===== src/rtl/core/mce_pkg.sv =====
// Package for the Morse character encoder: segment kinds, register indexes,
// queue entry and timing types, and the fixed International Morse code table.
// No dependencies.
`default_nettype none
package mce_pkg;

    localparam int CODE_MAX_LEN = 6;
    localparam int LEN_W        = $clog2(CODE_MAX_LEN + 1);
    localparam int TIME_W       = 16;
    localparam int CHAR_W       = 8;
    localparam int QUEUE_DEPTH  = 2;

    localparam int APB_ADDR_W = 5;
    localparam int APB_DATA_W = 32;

    typedef enum logic [1:0] {
        KIND_DOT        = 2'd0,
        KIND_DASH       = 2'd1,
        KIND_WORD_GAP   = 2'd2,
        KIND_LETTER_GAP = 2'd3
    } seg_kind_t;

    typedef enum logic [2:0] {
        REG_SOUND_ENABLE    = 3'd0,
        REG_DOT_ON_TIME     = 3'd1,
        REG_DASH_ON_TIME    = 3'd2,
        REG_DOT_OFF_TIME    = 3'd3,
        REG_DASH_OFF_TIME   = 3'd4,
        REG_LETTER_GAP_TIME = 3'd5,
        REG_WORD_GAP_TIME   = 3'd6
    } reg_index_t;

    localparam logic [TIME_W-1:0] RESET_DOT_ON_TIME     = 16'd150;
    localparam logic [TIME_W-1:0] RESET_DASH_ON_TIME    = 16'd450;
    localparam logic [TIME_W-1:0] RESET_DOT_OFF_TIME    = 16'd26;
    localparam logic [TIME_W-1:0] RESET_DASH_OFF_TIME   = 16'd1;
    localparam logic [TIME_W-1:0] RESET_LETTER_GAP_TIME = 16'd450;
    localparam logic [TIME_W-1:0] RESET_WORD_GAP_TIME   = 16'd680;

    typedef struct packed {
        logic [TIME_W-1:0] dot_on;
        logic [TIME_W-1:0] dash_on;
        logic [TIME_W-1:0] dot_off;
        logic [TIME_W-1:0] dash_off;
        logic [TIME_W-1:0] letter_gap;
        logic [TIME_W-1:0] word_gap;
    } timing_t;

    // symbols: first symbol in the top bit, 1 = dash
    typedef struct packed {
        logic                    known;
        logic [LEN_W-1:0]        len;
        logic [CODE_MAX_LEN-1:0] symbols;
    } code_t;

    typedef struct packed {
        logic                    word_gap;
        logic [LEN_W-1:0]        elem_count;
        logic [CODE_MAX_LEN-1:0] symbols;
    } entry_t;

    function automatic code_t morse_lookup(input logic [CHAR_W-1:0] ch);
        code_t c;
        c.known = 1'b1;
        case (ch)
            "A": begin c.len = 3'd2; c.symbols = 6'b010000; end
            "B": begin c.len = 3'd4; c.symbols = 6'b100000; end
            "C": begin c.len = 3'd4; c.symbols = 6'b101000; end
            "D": begin c.len = 3'd3; c.symbols = 6'b100000; end
            "E": begin c.len = 3'd1; c.symbols = 6'b000000; end
            "F": begin c.len = 3'd4; c.symbols = 6'b001000; end
            "G": begin c.len = 3'd3; c.symbols = 6'b110000; end
            "H": begin c.len = 3'd4; c.symbols = 6'b000000; end
            "I": begin c.len = 3'd2; c.symbols = 6'b000000; end
            "J": begin c.len = 3'd4; c.symbols = 6'b011100; end
            "K": begin c.len = 3'd3; c.symbols = 6'b101000; end
            "L": begin c.len = 3'd4; c.symbols = 6'b010000; end
            "M": begin c.len = 3'd2; c.symbols = 6'b110000; end
            "N": begin c.len = 3'd2; c.symbols = 6'b100000; end
            "O": begin c.len = 3'd3; c.symbols = 6'b111000; end
            "P": begin c.len = 3'd4; c.symbols = 6'b011000; end
            "Q": begin c.len = 3'd4; c.symbols = 6'b110100; end
            "R": begin c.len = 3'd3; c.symbols = 6'b010000; end
            "S": begin c.len = 3'd3; c.symbols = 6'b000000; end
            "T": begin c.len = 3'd1; c.symbols = 6'b100000; end
            "U": begin c.len = 3'd3; c.symbols = 6'b001000; end
            "V": begin c.len = 3'd4; c.symbols = 6'b000100; end
            "W": begin c.len = 3'd3; c.symbols = 6'b011000; end
            "X": begin c.len = 3'd4; c.symbols = 6'b100100; end
            "Y": begin c.len = 3'd4; c.symbols = 6'b101100; end
            "Z": begin c.len = 3'd4; c.symbols = 6'b110000; end
            "0": begin c.len = 3'd5; c.symbols = 6'b111110; end
            "1": begin c.len = 3'd5; c.symbols = 6'b011110; end
            "2": begin c.len = 3'd5; c.symbols = 6'b001110; end
            "3": begin c.len = 3'd5; c.symbols = 6'b000110; end
            "4": begin c.len = 3'd5; c.symbols = 6'b000010; end
            "5": begin c.len = 3'd5; c.symbols = 6'b000000; end
            "6": begin c.len = 3'd5; c.symbols = 6'b100000; end
            "7": begin c.len = 3'd5; c.symbols = 6'b110000; end
            "8": begin c.len = 3'd5; c.symbols = 6'b111000; end
            "9": begin c.len = 3'd5; c.symbols = 6'b111100; end
            ".": begin c.len = 3'd6; c.symbols = 6'b010101; end
            "!": begin c.len = 3'd6; c.symbols = 6'b101011; end
            "?": begin c.len = 3'd6; c.symbols = 6'b001100; end
            ",": begin c.len = 3'd6; c.symbols = 6'b110011; end
            "-": begin c.len = 3'd6; c.symbols = 6'b100001; end
            "_": begin c.len = 3'd6; c.symbols = 6'b001101; end
            ":": begin c.len = 3'd6; c.symbols = 6'b111000; end
            "/": begin c.len = 3'd5; c.symbols = 6'b100100; end
            default: begin
                c.known   = 1'b0;
                c.len     = '0;
                c.symbols = '0;
            end
        endcase
        return c;
    endfunction

endpackage
`default_nettype wire


===== src/rtl/core/morse_character_encoder_core.sv =====
// Top level of the Morse character encoder: APB register file, front end,
// entry queue and segment back end. Depends on mce_pkg, mce_front, mce_queue, mce_back.
//
// Characters enter on the s_ channel and leave as timed segments on the m_ channel.
// The back-end sequencer emits one segment per cycle unless m_ready stalls it, so
// a character whose code has n symbols yields n + 1 segments (2 for a character
// outside the table, 1 with sound disabled), at most 7; the front end looks up the
// next character meanwhile and the queue of QUEUE_DEPTH entries lets consecutive
// characters follow without a gap. Registers sit at byte address 4*index; the user
// must write them only while the block is idle, which the block does not enforce.
`default_nettype none
module morse_character_encoder_core
    import mce_pkg::*;
#(
    parameter int QDEPTH = QUEUE_DEPTH
) (
    input  wire logic                  aclk,
    input  wire logic                  aresetn,
    input  wire logic                  psel,
    input  wire logic                  penable,
    input  wire logic                  pwrite,
    input  wire logic [APB_ADDR_W-1:0] paddr,
    input  wire logic [APB_DATA_W-1:0] pwdata,
    output logic      [APB_DATA_W-1:0] prdata,
    output logic                       pready,
    input  wire logic                  s_valid,
    output logic                       s_ready,
    input  wire logic [CHAR_W-1:0]     s_character,
    output logic                       m_valid,
    input  wire logic                  m_ready,
    output logic [1:0]                 m_segment_kind,
    output logic [TIME_W-1:0]          m_tone_time,
    output logic [TIME_W-1:0]          m_silence_time,
    output logic                       m_last_segment
);

    logic       sound_enable_reg;
    timing_t    timing_reg;
    logic       wr_en;
    reg_index_t reg_sel;

    logic   push_valid, push_ready, pop_valid, pop_ready;
    entry_t push_entry, pop_entry;

    assign pready  = 1'b1;
    assign wr_en   = psel && penable && pwrite && pready;
    assign reg_sel = reg_index_t'(paddr[APB_ADDR_W-1:2]);

    always_ff @(posedge aclk) begin
        if (!aresetn) begin
            sound_enable_reg      <= 1'b1;
            timing_reg.dot_on     <= RESET_DOT_ON_TIME;
            timing_reg.dash_on    <= RESET_DASH_ON_TIME;
            timing_reg.dot_off    <= RESET_DOT_OFF_TIME;
            timing_reg.dash_off   <= RESET_DASH_OFF_TIME;
            timing_reg.letter_gap <= RESET_LETTER_GAP_TIME;
            timing_reg.word_gap   <= RESET_WORD_GAP_TIME;
        end else if (wr_en) begin
            case (reg_sel)
                REG_SOUND_ENABLE:    sound_enable_reg      <= pwdata[0];
                REG_DOT_ON_TIME:     timing_reg.dot_on     <= pwdata[TIME_W-1:0];
                REG_DASH_ON_TIME:    timing_reg.dash_on    <= pwdata[TIME_W-1:0];
                REG_DOT_OFF_TIME:    timing_reg.dot_off    <= pwdata[TIME_W-1:0];
                REG_DASH_OFF_TIME:   timing_reg.dash_off   <= pwdata[TIME_W-1:0];
                REG_LETTER_GAP_TIME: timing_reg.letter_gap <= pwdata[TIME_W-1:0];
                REG_WORD_GAP_TIME:   timing_reg.word_gap   <= pwdata[TIME_W-1:0];
                default: ;
            endcase
        end
    end

    always_comb begin
        case (reg_sel)
            REG_SOUND_ENABLE:    prdata = APB_DATA_W'(sound_enable_reg);
            REG_DOT_ON_TIME:     prdata = APB_DATA_W'(timing_reg.dot_on);
            REG_DASH_ON_TIME:    prdata = APB_DATA_W'(timing_reg.dash_on);
            REG_DOT_OFF_TIME:    prdata = APB_DATA_W'(timing_reg.dot_off);
            REG_DASH_OFF_TIME:   prdata = APB_DATA_W'(timing_reg.dash_off);
            REG_LETTER_GAP_TIME: prdata = APB_DATA_W'(timing_reg.letter_gap);
            REG_WORD_GAP_TIME:   prdata = APB_DATA_W'(timing_reg.word_gap);
            default:             prdata = '0;
        endcase
    end

    mce_front u_front (
        .aclk         (aclk),
        .aresetn      (aresetn),
        .sound_enable (sound_enable_reg),
        .s_valid      (s_valid),
        .s_ready      (s_ready),
        .s_character  (s_character),
        .push_valid   (push_valid),
        .push_ready   (push_ready),
        .push_entry   (push_entry)
    );

    mce_queue #(
        .DEPTH (QDEPTH)
    ) u_queue (
        .aclk       (aclk),
        .aresetn    (aresetn),
        .push_valid (push_valid),
        .push_ready (push_ready),
        .push_entry (push_entry),
        .pop_valid  (pop_valid),
        .pop_ready  (pop_ready),
        .pop_entry  (pop_entry)
    );

    mce_back u_back (
        .aclk           (aclk),
        .aresetn        (aresetn),
        .timing         (timing_reg),
        .pop_valid      (pop_valid),
        .pop_ready      (pop_ready),
        .pop_entry      (pop_entry),
        .m_valid        (m_valid),
        .m_ready        (m_ready),
        .m_segment_kind (m_segment_kind),
        .m_tone_time    (m_tone_time),
        .m_silence_time (m_silence_time),
        .m_last_segment (m_last_segment)
    );

endmodule
`default_nettype wire


===== src/rtl/core/mce_front.sv =====
// Front end: accepts characters, looks them up and registers a queue entry.
// Depends on mce_pkg.
`default_nettype none
module mce_front
    import mce_pkg::*;
(
    input  wire logic              aclk,
    input  wire logic              aresetn,
    input  wire logic              sound_enable,
    input  wire logic              s_valid,
    output logic                   s_ready,
    input  wire logic [CHAR_W-1:0] s_character,
    output logic                   push_valid,
    input  wire logic              push_ready,
    output entry_t                 push_entry
);

    logic   valid_reg, valid_next;
    entry_t entry_reg, entry_next;
    code_t  code;

    always_comb begin
        code       = morse_lookup(s_character);
        s_ready    = !valid_reg || push_ready;
        valid_next = valid_reg;
        entry_next = entry_reg;
        if (push_ready) begin
            valid_next = 1'b0;
        end
        if (s_valid && s_ready) begin
            valid_next          = 1'b1;
            entry_next.symbols  = code.symbols;
            entry_next.word_gap = sound_enable && !code.known;
            if (!sound_enable) begin
                entry_next.elem_count = '0;
            end else if (code.known) begin
                entry_next.elem_count = code.len;
            end else begin
                entry_next.elem_count = LEN_W'(1);
            end
        end
    end

    always_ff @(posedge aclk) begin
        if (!aresetn) begin
            valid_reg <= 1'b0;
        end else begin
            valid_reg <= valid_next;
        end
        entry_reg <= entry_next;
    end

    assign push_valid = valid_reg;
    assign push_entry = entry_reg;

endmodule
`default_nettype wire


===== src/rtl/core/mce_queue.sv =====
// Short FIFO of classified entries between front and back ends.
// Depends on mce_pkg.
`default_nettype none
module mce_queue
    import mce_pkg::*;
#(
    parameter int DEPTH = QUEUE_DEPTH
) (
    input  wire logic   aclk,
    input  wire logic   aresetn,
    input  wire logic   push_valid,
    output logic        push_ready,
    input  wire entry_t push_entry,
    output logic        pop_valid,
    input  wire logic   pop_ready,
    output entry_t      pop_entry
);

    localparam int AW = (DEPTH > 1) ? $clog2(DEPTH) : 1;
    localparam int CW = $clog2(DEPTH + 1);
    localparam logic [AW-1:0] LAST_PTR = AW'(DEPTH - 1);
    localparam logic [CW-1:0] FULL_CNT = CW'(DEPTH);

    entry_t        mem [DEPTH];
    logic [AW-1:0] wr_ptr_reg, wr_ptr_next;
    logic [AW-1:0] rd_ptr_reg, rd_ptr_next;
    logic [CW-1:0] count_reg, count_next;
    logic          do_push, do_pop;

    always_comb begin
        push_ready  = count_reg != FULL_CNT;
        pop_valid   = count_reg != '0;
        do_push     = push_valid && push_ready;
        do_pop      = pop_valid && pop_ready;
        wr_ptr_next = wr_ptr_reg;
        rd_ptr_next = rd_ptr_reg;
        count_next  = count_reg;
        if (do_push) begin
            wr_ptr_next = (wr_ptr_reg == LAST_PTR) ? '0 : wr_ptr_reg + AW'(1);
        end
        if (do_pop) begin
            rd_ptr_next = (rd_ptr_reg == LAST_PTR) ? '0 : rd_ptr_reg + AW'(1);
        end
        if (do_push && !do_pop) begin
            count_next = count_reg + CW'(1);
        end else if (do_pop && !do_push) begin
            count_next = count_reg - CW'(1);
        end
        pop_entry = mem[rd_ptr_reg];
    end

    always_ff @(posedge aclk) begin
        if (!aresetn) begin
            wr_ptr_reg <= '0;
            rd_ptr_reg <= '0;
            count_reg  <= '0;
        end else begin
            wr_ptr_reg <= wr_ptr_next;
            rd_ptr_reg <= rd_ptr_next;
            count_reg  <= count_next;
        end
        if (do_push) begin
            mem[wr_ptr_reg] <= push_entry;
        end
    end

endmodule
`default_nettype wire


===== src/rtl/core/mce_back.sv =====
// Back end: steps through one entry, one segment per cycle when the output is not
// stalled, into the output register. Depends on mce_pkg.
`default_nettype none
module mce_back
    import mce_pkg::*;
(
    input  wire logic               aclk,
    input  wire logic               aresetn,
    input  wire timing_t            timing,
    input  wire logic               pop_valid,
    output logic                    pop_ready,
    input  wire entry_t             pop_entry,
    output logic                    m_valid,
    input  wire logic               m_ready,
    output logic [1:0]              m_segment_kind,
    output logic [TIME_W-1:0]       m_tone_time,
    output logic [TIME_W-1:0]       m_silence_time,
    output logic                    m_last_segment
);

    logic                    cur_valid_reg, cur_valid_next;
    logic [LEN_W-1:0]        rem_reg, rem_next;
    logic [CODE_MAX_LEN-1:0] sym_reg, sym_next;
    logic                    word_gap_reg, word_gap_next;

    logic                    m_valid_reg, m_valid_next;
    seg_kind_t               kind_reg, kind_next;
    logic [TIME_W-1:0]       tone_reg, tone_next;
    logic [TIME_W-1:0]       silence_reg, silence_next;
    logic                    last_reg, last_next;

    logic out_free, emit, at_gap;

    always_comb begin
        out_free       = !m_valid_reg || m_ready;
        emit           = cur_valid_reg && out_free;
        at_gap         = rem_reg == '0;
        pop_ready      = !cur_valid_reg || (emit && at_gap);

        cur_valid_next = cur_valid_reg;
        rem_next       = rem_reg;
        sym_next       = sym_reg;
        word_gap_next  = word_gap_reg;
        m_valid_next   = m_valid_reg;
        kind_next      = kind_reg;
        tone_next      = tone_reg;
        silence_next   = silence_reg;
        last_next      = last_reg;

        if (m_ready) begin
            m_valid_next = 1'b0;
        end

        if (emit) begin
            m_valid_next = 1'b1;
            if (at_gap) begin
                kind_next      = KIND_LETTER_GAP;
                tone_next      = '0;
                silence_next   = timing.letter_gap;
                last_next      = 1'b1;
                cur_valid_next = 1'b0;
            end else begin
                last_next = 1'b0;
                rem_next  = rem_reg - LEN_W'(1);
                sym_next  = {sym_reg[CODE_MAX_LEN-2:0], 1'b0};
                if (word_gap_reg) begin
                    kind_next    = KIND_WORD_GAP;
                    tone_next    = '0;
                    silence_next = timing.word_gap;
                end else if (sym_reg[CODE_MAX_LEN-1]) begin
                    kind_next    = KIND_DASH;
                    tone_next    = timing.dash_on;
                    silence_next = timing.dash_off;
                end else begin
                    kind_next    = KIND_DOT;
                    tone_next    = timing.dot_on;
                    silence_next = timing.dot_off;
                end
            end
        end

        if (pop_valid && pop_ready) begin
            cur_valid_next = 1'b1;
            rem_next       = pop_entry.elem_count;
            sym_next       = pop_entry.symbols;
            word_gap_next  = pop_entry.word_gap;
        end
    end

    always_ff @(posedge aclk) begin
        if (!aresetn) begin
            cur_valid_reg <= 1'b0;
            m_valid_reg   <= 1'b0;
        end else begin
            cur_valid_reg <= cur_valid_next;
            m_valid_reg   <= m_valid_next;
        end
        rem_reg      <= rem_next;
        sym_reg      <= sym_next;
        word_gap_reg <= word_gap_next;
        kind_reg     <= kind_next;
        tone_reg     <= tone_next;
        silence_reg  <= silence_next;
        last_reg     <= last_next;
    end

    assign m_valid        = m_valid_reg;
    assign m_segment_kind = kind_reg;
    assign m_tone_time    = tone_reg;
    assign m_silence_time = silence_reg;
    assign m_last_segment = last_reg;

endmodule
`default_nettype wire

===== config.mk =====
export PLATFORM = sky130hd
export DESIGN_NAME = morse_character_encoder_core
export DESIGN_NICKNAME = d
export VERILOG_FILES = /design/src/rtl/core/mce_pkg.sv /design/src/rtl/core/morse_character_encoder_core.sv /design/src/rtl/core/mce_front.sv /design/src/rtl/core/mce_queue.sv /design/src/rtl/core/mce_back.sv
export SDC_FILE = /design/constraint.sdc
export NUM_CORES = 1
export LEC_CHECK = 0
export ABC_AREA = 0
export CORE_MARGIN = 8
export CORE_UTILIZATION = 25
export CTS_CLUSTER_SIZE = 8
export DETAILED_ROUTE_END_ITERATION = 6
export DONT_BUFFER_PORTS = 1
export GPL_ROUTABILITY_DRIVEN = 0
export HOLD_SLACK_MARGIN = 0.02
export PLACE_DENSITY = 0.37
export RECOVER_POWER = 25
export SLEW_MARGIN = 20
export SYNTH_ARGS = -nofsm -noshare
export SYNTH_HDL_FRONTEND = slang
export SYNTH_SLANG_ARGS = --single-unit

===== constraint.sdc =====
create_clock -name aclk -period 3.4 [get_ports aclk]
set_clock_uncertainty 0.2 [all_clocks]
set_input_delay 0.68 -clock aclk [delete_from_list [all_inputs] [get_ports aclk]]
set_output_delay 0.68 -clock aclk [all_outputs]
set_load 0.02 [all_outputs]

Word-level counts from Yosys, hierarchy flattened. Memories as Yosys holds them, arrays and structs flattened. A register that Yosys moved wholly into a read port is not among the register bits. Cells that the tools add are included.

Mux-type cells: 32. Equal/unequal tests: 52. Reduce and logical (&&, ||, !) cells: 39. Add/sub/neg operators: 5.

Operator list (count): 9-bit case mux with 44 select lines (1); 8-bit by 7-bit equality test with 1-bit output, second input constant (27); 8-bit by 6-bit equality test with 1-bit output, second input constant (17); 16-bit case mux with 7 select lines (1); 16-bit two-way mux (4); 44-bit OR reduction (1); 2-bit AND reduction (10); 1-bit two-way mux (18); 6-bit two-way mux (3); 2-bit nonzero test (6); 1-bit logical AND (10); 3-bit equality test, second input constant (3); 3-bit two-way mux (3); 3-bit by 2-bit equality test with 1-bit output, second input constant (2); 1-bit zero test (6); 3-bit zero test (2); 2-bit two-way mux (2); 2-bit != test, second input constant (2); 3-bit by 1-bit equality test with 1-bit output, second input constant (1); 1-bit logical OR (3); 3-bit by 1-bit subtractor with 3-bit output, second input constant (1); 1-bit adder, second input constant (2); 2-bit by 1-bit adder with 2-bit output, second input constant (1); 2-bit OR reduction (1); 2-bit by 1-bit subtractor with 2-bit output, second input constant (1).

Input bits: 52. Memory bits (writable): 20. Memories: 1. Register bits: 159. Output and inout port bits: 70.

Memory list: u_queue.mem (depth 2, bits a word 10, read ports 1, clocked after memory_dff 1, write ports 1, line mce_queue.sv:24) `entry_t mem [DEPTH];`.

Longest topological paths before layout.
Depth in word-level cells: 9. Depth in mapped cells: 10. Depth with buffers taken out: 9.

Modules after synthesis. From an unflattened synthesis, not the netlist that was laid out.

Cell total of the unflattened synthesis: 917. Area, all modules: 9404.0 um^2.

By module, submodules not included: morse_character_encoder_core (cells each 479, instances 1, seq. area each 1941.9 um^2, area each 4564.4 um^2); mce_back (cells each 202, instances 1, seq. area each 1391.3 um^2, area each 2494.9 um^2); mce_front (cells each 180, instances 1, seq. area each 320.3 um^2, area each 1392.6 um^2); mce_queue (cells each 56, instances 1, seq. area each 700.7 um^2, area each 952.2 um^2).

Least setup slack after synthesis. Ideal clock, no wire load.

Path type: input -> register. Start: input m_ready. End: register u_back.rem_reg[0] (enable). Setup slack: 0.071 ns. Cell stages on the path: 3. Arrival: 2.797 ns. Buffers on the path: 0. Path through: nor2b_1 > nor2b_1 > a21o_1.

Longest elaborated chain between the ends: 7. Elaborated cells between the ends (all ways): 8. Those cells by class: eq/ne: 1; reduce/logical: 7.

RTL lines: start, declared (line morse_character_encoder_core.sv:30) `input wire logic m_ready,`; 1-bit logical OR (*) (line mce_back.sv:35) `out_free = !m_valid_reg || m_ready;`; 1-bit logical AND (*) (line mce_back.sv:36) `emit = cur_valid_reg && out_free;`; net u_back.emit (line mce_back.sv:32) `logic out_free, emit, at_gap;`; 1-bit logical AND (line mce_back.sv:38) `pop_ready = !cur_valid_reg || (emit && at_gap);`; 1-bit logical OR (line mce_back.sv:38); 1-bit logical AND (line mce_back.sv:82) `if (pop_valid && pop_ready) begin`; 2-bit != test (no source line) / 2-bit nonzero test (equally long branches); 2-bit AND reduction (no source line) (*); end signal, assigned (line mce_back.sv:98) `rem_reg <= rem_next;`; end, declared (line mce_back.sv:22) `logic [LEN_W-1:0] rem_reg, rem_next;`.

Mark *: on every way through the listed nets, which the timed path passes. The rest lies on a longest branch. A chain may end at the register's enable or synchronous reset.

Final worst setup path.
Start: input paddr[3]. End: output prdata[13].

Longest elaborated chain between the ends: 2. Elaborated cells between the ends (all ways): 8. Those cells by class: eq/ne: 6; mux: 1; reduce/logical: 1.

RTL lines: start, declared (line morse_character_encoder_core.sv:22) `input wire logic [APB_ADDR_W-1:0] paddr,`; 3-bit equality test, or another cell as far along (line morse_character_encoder_core.sv:73) `case (reg_sel)`; 16-bit case mux with 7 select lines (*) (line morse_character_encoder_core.sv:73); end, declared (line morse_character_encoder_core.sv:24) `output logic [APB_DATA_W-1:0] prdata,`.

Every way passes the cells marked *; elsewhere a longest branch is shown, timed or not.

==> metrics.md <==
| Metric | Value |
|---|---|
| Final Hold Fails | `0` |
| Num CTS Buffers | `17` |
| Post-DP HPWL | `a little under 20,000 um` |
| Mapped Area | `9080 sq um` |
| Worst-Margin Slew | `1.35 ns` |
| H-tree Lvls | `4` |
| Worst-case vdd ir drop | `0.348 mV` |
| Die H | `207 um` |
| Total grt overflow | `0` |
| CP Max Fanout | `25` |
| CTS tree | `yes` |
| Root Driver | `clkbuf_16` |
| TNS Setup | `0 ns` |
| Max_cap viols | `0` |
| Synth Instances | `964` |
| Combinational power share | `18.9%` |
| Top-count cell post-synth | `nand2_1` |
| DR vias | `6,602` |
| Core ar. | `36,200 sq um` |
| Routed WL per cell | `a little over 20 um` |
| Max incr delay on CP | `0.54 ns` |
| Mean Syn Cell Area | `9.42 sq um` |
| # nets final | `982` |
| Switching pwr | `1.93 mW` |
| Worst-Skew Late Latency | `0.43 ns` |
| Worst-path clk slew | `0.07 ns` |
| Int Power | `4.00 mW` |
| Critical Path Slowest Stage Cell | `nor2_1` |
| Die area | `42,700 sq um` |
| Fmax | `approximately 330 MHz` |
| Vias in the first global route | `6,561` |
| Synth area leaders | `edfxtp_1 (25%), dfxtp_1 (23%), nand2_1 (8.6%)` |
| Initial antenna violation count | `0` |
| Final setup margin | `0.387 ns` |
| # port buffers | `0` |
| Pwr dens | `601 nW/um^2` |
| Cell taking the most area after synthesis | `edfxtp_1` |
| Rows | `70` |
| Routed Antenna Nets | `0` |
| Post-CTS Resized | `0` |
| Total Wirelength | `~29,000 um` |
| GRT Total Usage | `13.4%` |
| Synth warn | `0` |
| Via density | `4.69` |
| Status | `completed` |
| Tmin final | `3.01 ns` |
| Residual DRC count | `0` |
| Post-synth top cells | `nand2_1 (208), dfxtp_1 (105), edfxtp_1 (75), mux2i_1 (75), nor2_1 (66)` |
| Share of Yosys cell area claimed by the top area cell type | `24.8%` |
| Synth Register Bits | `180` |
| Sequential power share | `49.3%` |
| Cell chain of the critical path | `inv_1, nor2_1, buf_4, a221oi_1, a21oi_1` |
| Top FF cell, synth | `dfxtp_1` |
| Pre-CTS setup slack | `approximately 0.46 ns` |
| Critical setup path kind | `in2out` |
| Lkg Pwr | `3.42 nW` |
| Worst Setup End Kind | `output pin` |
| Layout cells sized above 1 | `approximately 7.4%` |
| Part of the power in the clock network | `around a third` |
| Yosys cell types | `75` |
| Final core occ | `27.3%` |
| Worst slew margin | `9.94%` |
| Net Sw Frac | `32.5%` |
| Starting density of the core | `25.1%` |
| Number of top-level pins | `122` |
| CTS sink cnt | `180` |
| DR iter-0 viols | `about 560` |
| Worst Setup Start Kind | `input port` |
| Number of flops mapped to enable cells by yosys | `75` |
| First-pass GRT wire length | `approximately 43,000 um` |
| Synthesis-to-finish area growth | `8.64%` |
| Max-slew violations | `0` |
| DRT Pass-1 Iters | `5` |
| Async SR Flop Fraction | `0%` |
| CTS max path bufs | `2` |
| Largest net degree at the start of global routing | `106` |
| RSZ-0062 raised after global routing | `false` |
| Crit path required time | `~2.5 ns` |
| Antenna cells | `0` |
| Arr. time, crit path | `2.13 ns` |
| Setup bufs post-CTS | `0` |
| Register area share after synthesis | `between 40% and 50%` |
| Die Span X | `207 um` |
| Hold_buf cts | `0` |
| Finish-stage setup viols | `0` |
| Final Cycle Share | `88.6%` |
| Worst Hold Class | `in2reg` |
| Number of flip-flops in the largest register | `96` |
-- cell families (layout without fill, tap and decap cells) --
group,Yosys count,in the layout,synth area share (%)
adder cells (fa/ha/maj),3,3,0.413
flip-flops,180,180,48.0
XOR/XNOR,6,6,0.579
other,2,17,0.0827
buffers and inverters,101,62,6.50
AO/OA/AOI/OAI,215,215,16.3
AND/OR/NAND/NOR,372,372,18.6
multiplexers,85,85,9.51
-- critical path, delay by kind of cell --
kind / cells / cell delay [ns]
simple gates: 1 / 0.54
compound gates: 2 / 0.56
buf+inv: 2 / 0.34
-- through the flow --
stage / power, mW / instances / area (sq um) / hold slack (ns)
after floorplan: 3.81 / 979 / 9140 / 0.221
after global placement: 4.13 / 1376 / 9340 / 0.228
after detailed placement: 4.12 / 1376 / 9340 / 0.234
after CTS: 6.03 / 1408 / 9890 / 0.0994
after global routing: 6.25 / 1408 / 9860 / 0.110
final: 5.93 / 1408 / 9860 / 0.135
-- worst paths after layout --
| kind | slack, ns | start | depth (start not counted) | end |
|---|---|---|---|---|
| max | 0.39 | paddr[3] | 5 | prdata[13] |
| min | 0.14 | aresetn | 1 | timing_reg[23]$_SDFFE_PN1P_ |
| max reg2reg | 0.90 | u_back.sym_reg[5]$_DFFE_PP_ | 5 | u_back.m_silence_time[1]$_DFFE_PP_ |
| min reg2reg | 0.25 | u_front.push_entry[1]$_DFFE_PP_ | 0 | u_queue.mem[1][1]$_DFFE_PP_ |
-- area by class of cell --
class	instances	area [sq um]
fillers	3812	26300
flip-flops and latches	180	4350
multi-input cells	698	4200
clock buffers	20	447
repair buffers	20	141
well taps	468	586
clock inverters	12	95.1
inverters	10	37.5
-- cell usage in the layout (no fill, tap or decap), types with 3 or more instances in the layout --
| cell | Yosys | routed |
|---|---|---|
| nor2b_1 | 24 | 23 |
| nor3_1 | 4 | 3 |
| nand2b_1 | 6 | 6 |
| a221oi_1 | 11 | 11 |
| nand3_1 | 23 | 23 |
| a21oi_1 | 50 | 50 |
| o21ai_0 | 34 | 33 |
| ha_1 | 3 | 3 |
| and2_1 | 10 | 9 |
| edfxtp_1 | 75 | 75 |
| nor2_1 | 66 | 66 |
| a221o_1 | 5 | 5 |
| and3_1 | 4 | 4 |
| mux2i_1 | 75 | 75 |
| o22ai_1 | 3 | 3 |
| mux2_2 | 10 | 10 |
| nand2_1 | 208 | 208 |
| o221ai_1 | 7 | 7 |
| xor2_1 | 3 | 3 |
| a22oi_1 | 6 | 6 |
| conb_1 | 2 | 17 |
| inv_6 | 0 | 5 |
| nand4_1 | 3 | 3 |
| a21boi_0 | 63 | 63 |
| or3_1 | 3 | 3 |
| clkbuf_16 | 0 | 17 |
| clkbuf_1 | 41 | 7 |
| a211oi_1 | 4 | 4 |
| buf_4 | 21 | 13 |
| inv_1 | 10 | 10 |
| dfxtp_1 | 105 | 105 |
| a22o_1 | 4 | 4 |
| o21a_1 | 4 | 4 |
| xnor2_1 | 3 | 3 |
-- metal layers --
metal	GRT usage [%]	part of all wire [%]	wire, um	vias up
met2	18.8	41	11700	158
met4	3.06	0.67	190	0
met5	0	0	0	-
li1	-	-	-	3286
met3	3.60	6.8	1940	9
met1	20.1	52	14700	3149
-- power by group through the flow --
| stage | Clock (mW) | Combinational, mW | Sequential, mW |
|---|---|---|---|
| floorplan | 0 | 0.907 | 2.90 |
| global placement | 0 | 1.14 | 2.99 |
| detailed placement | 0 | 1.14 | 2.98 |
| CTS | 1.94 | 1.14 | 2.94 |
| global route | 2.02 | 1.26 | 2.97 |
| finish | 1.88 | 1.12 | 2.93 |
No activity file was read; power rests on OpenSTA's default activity.
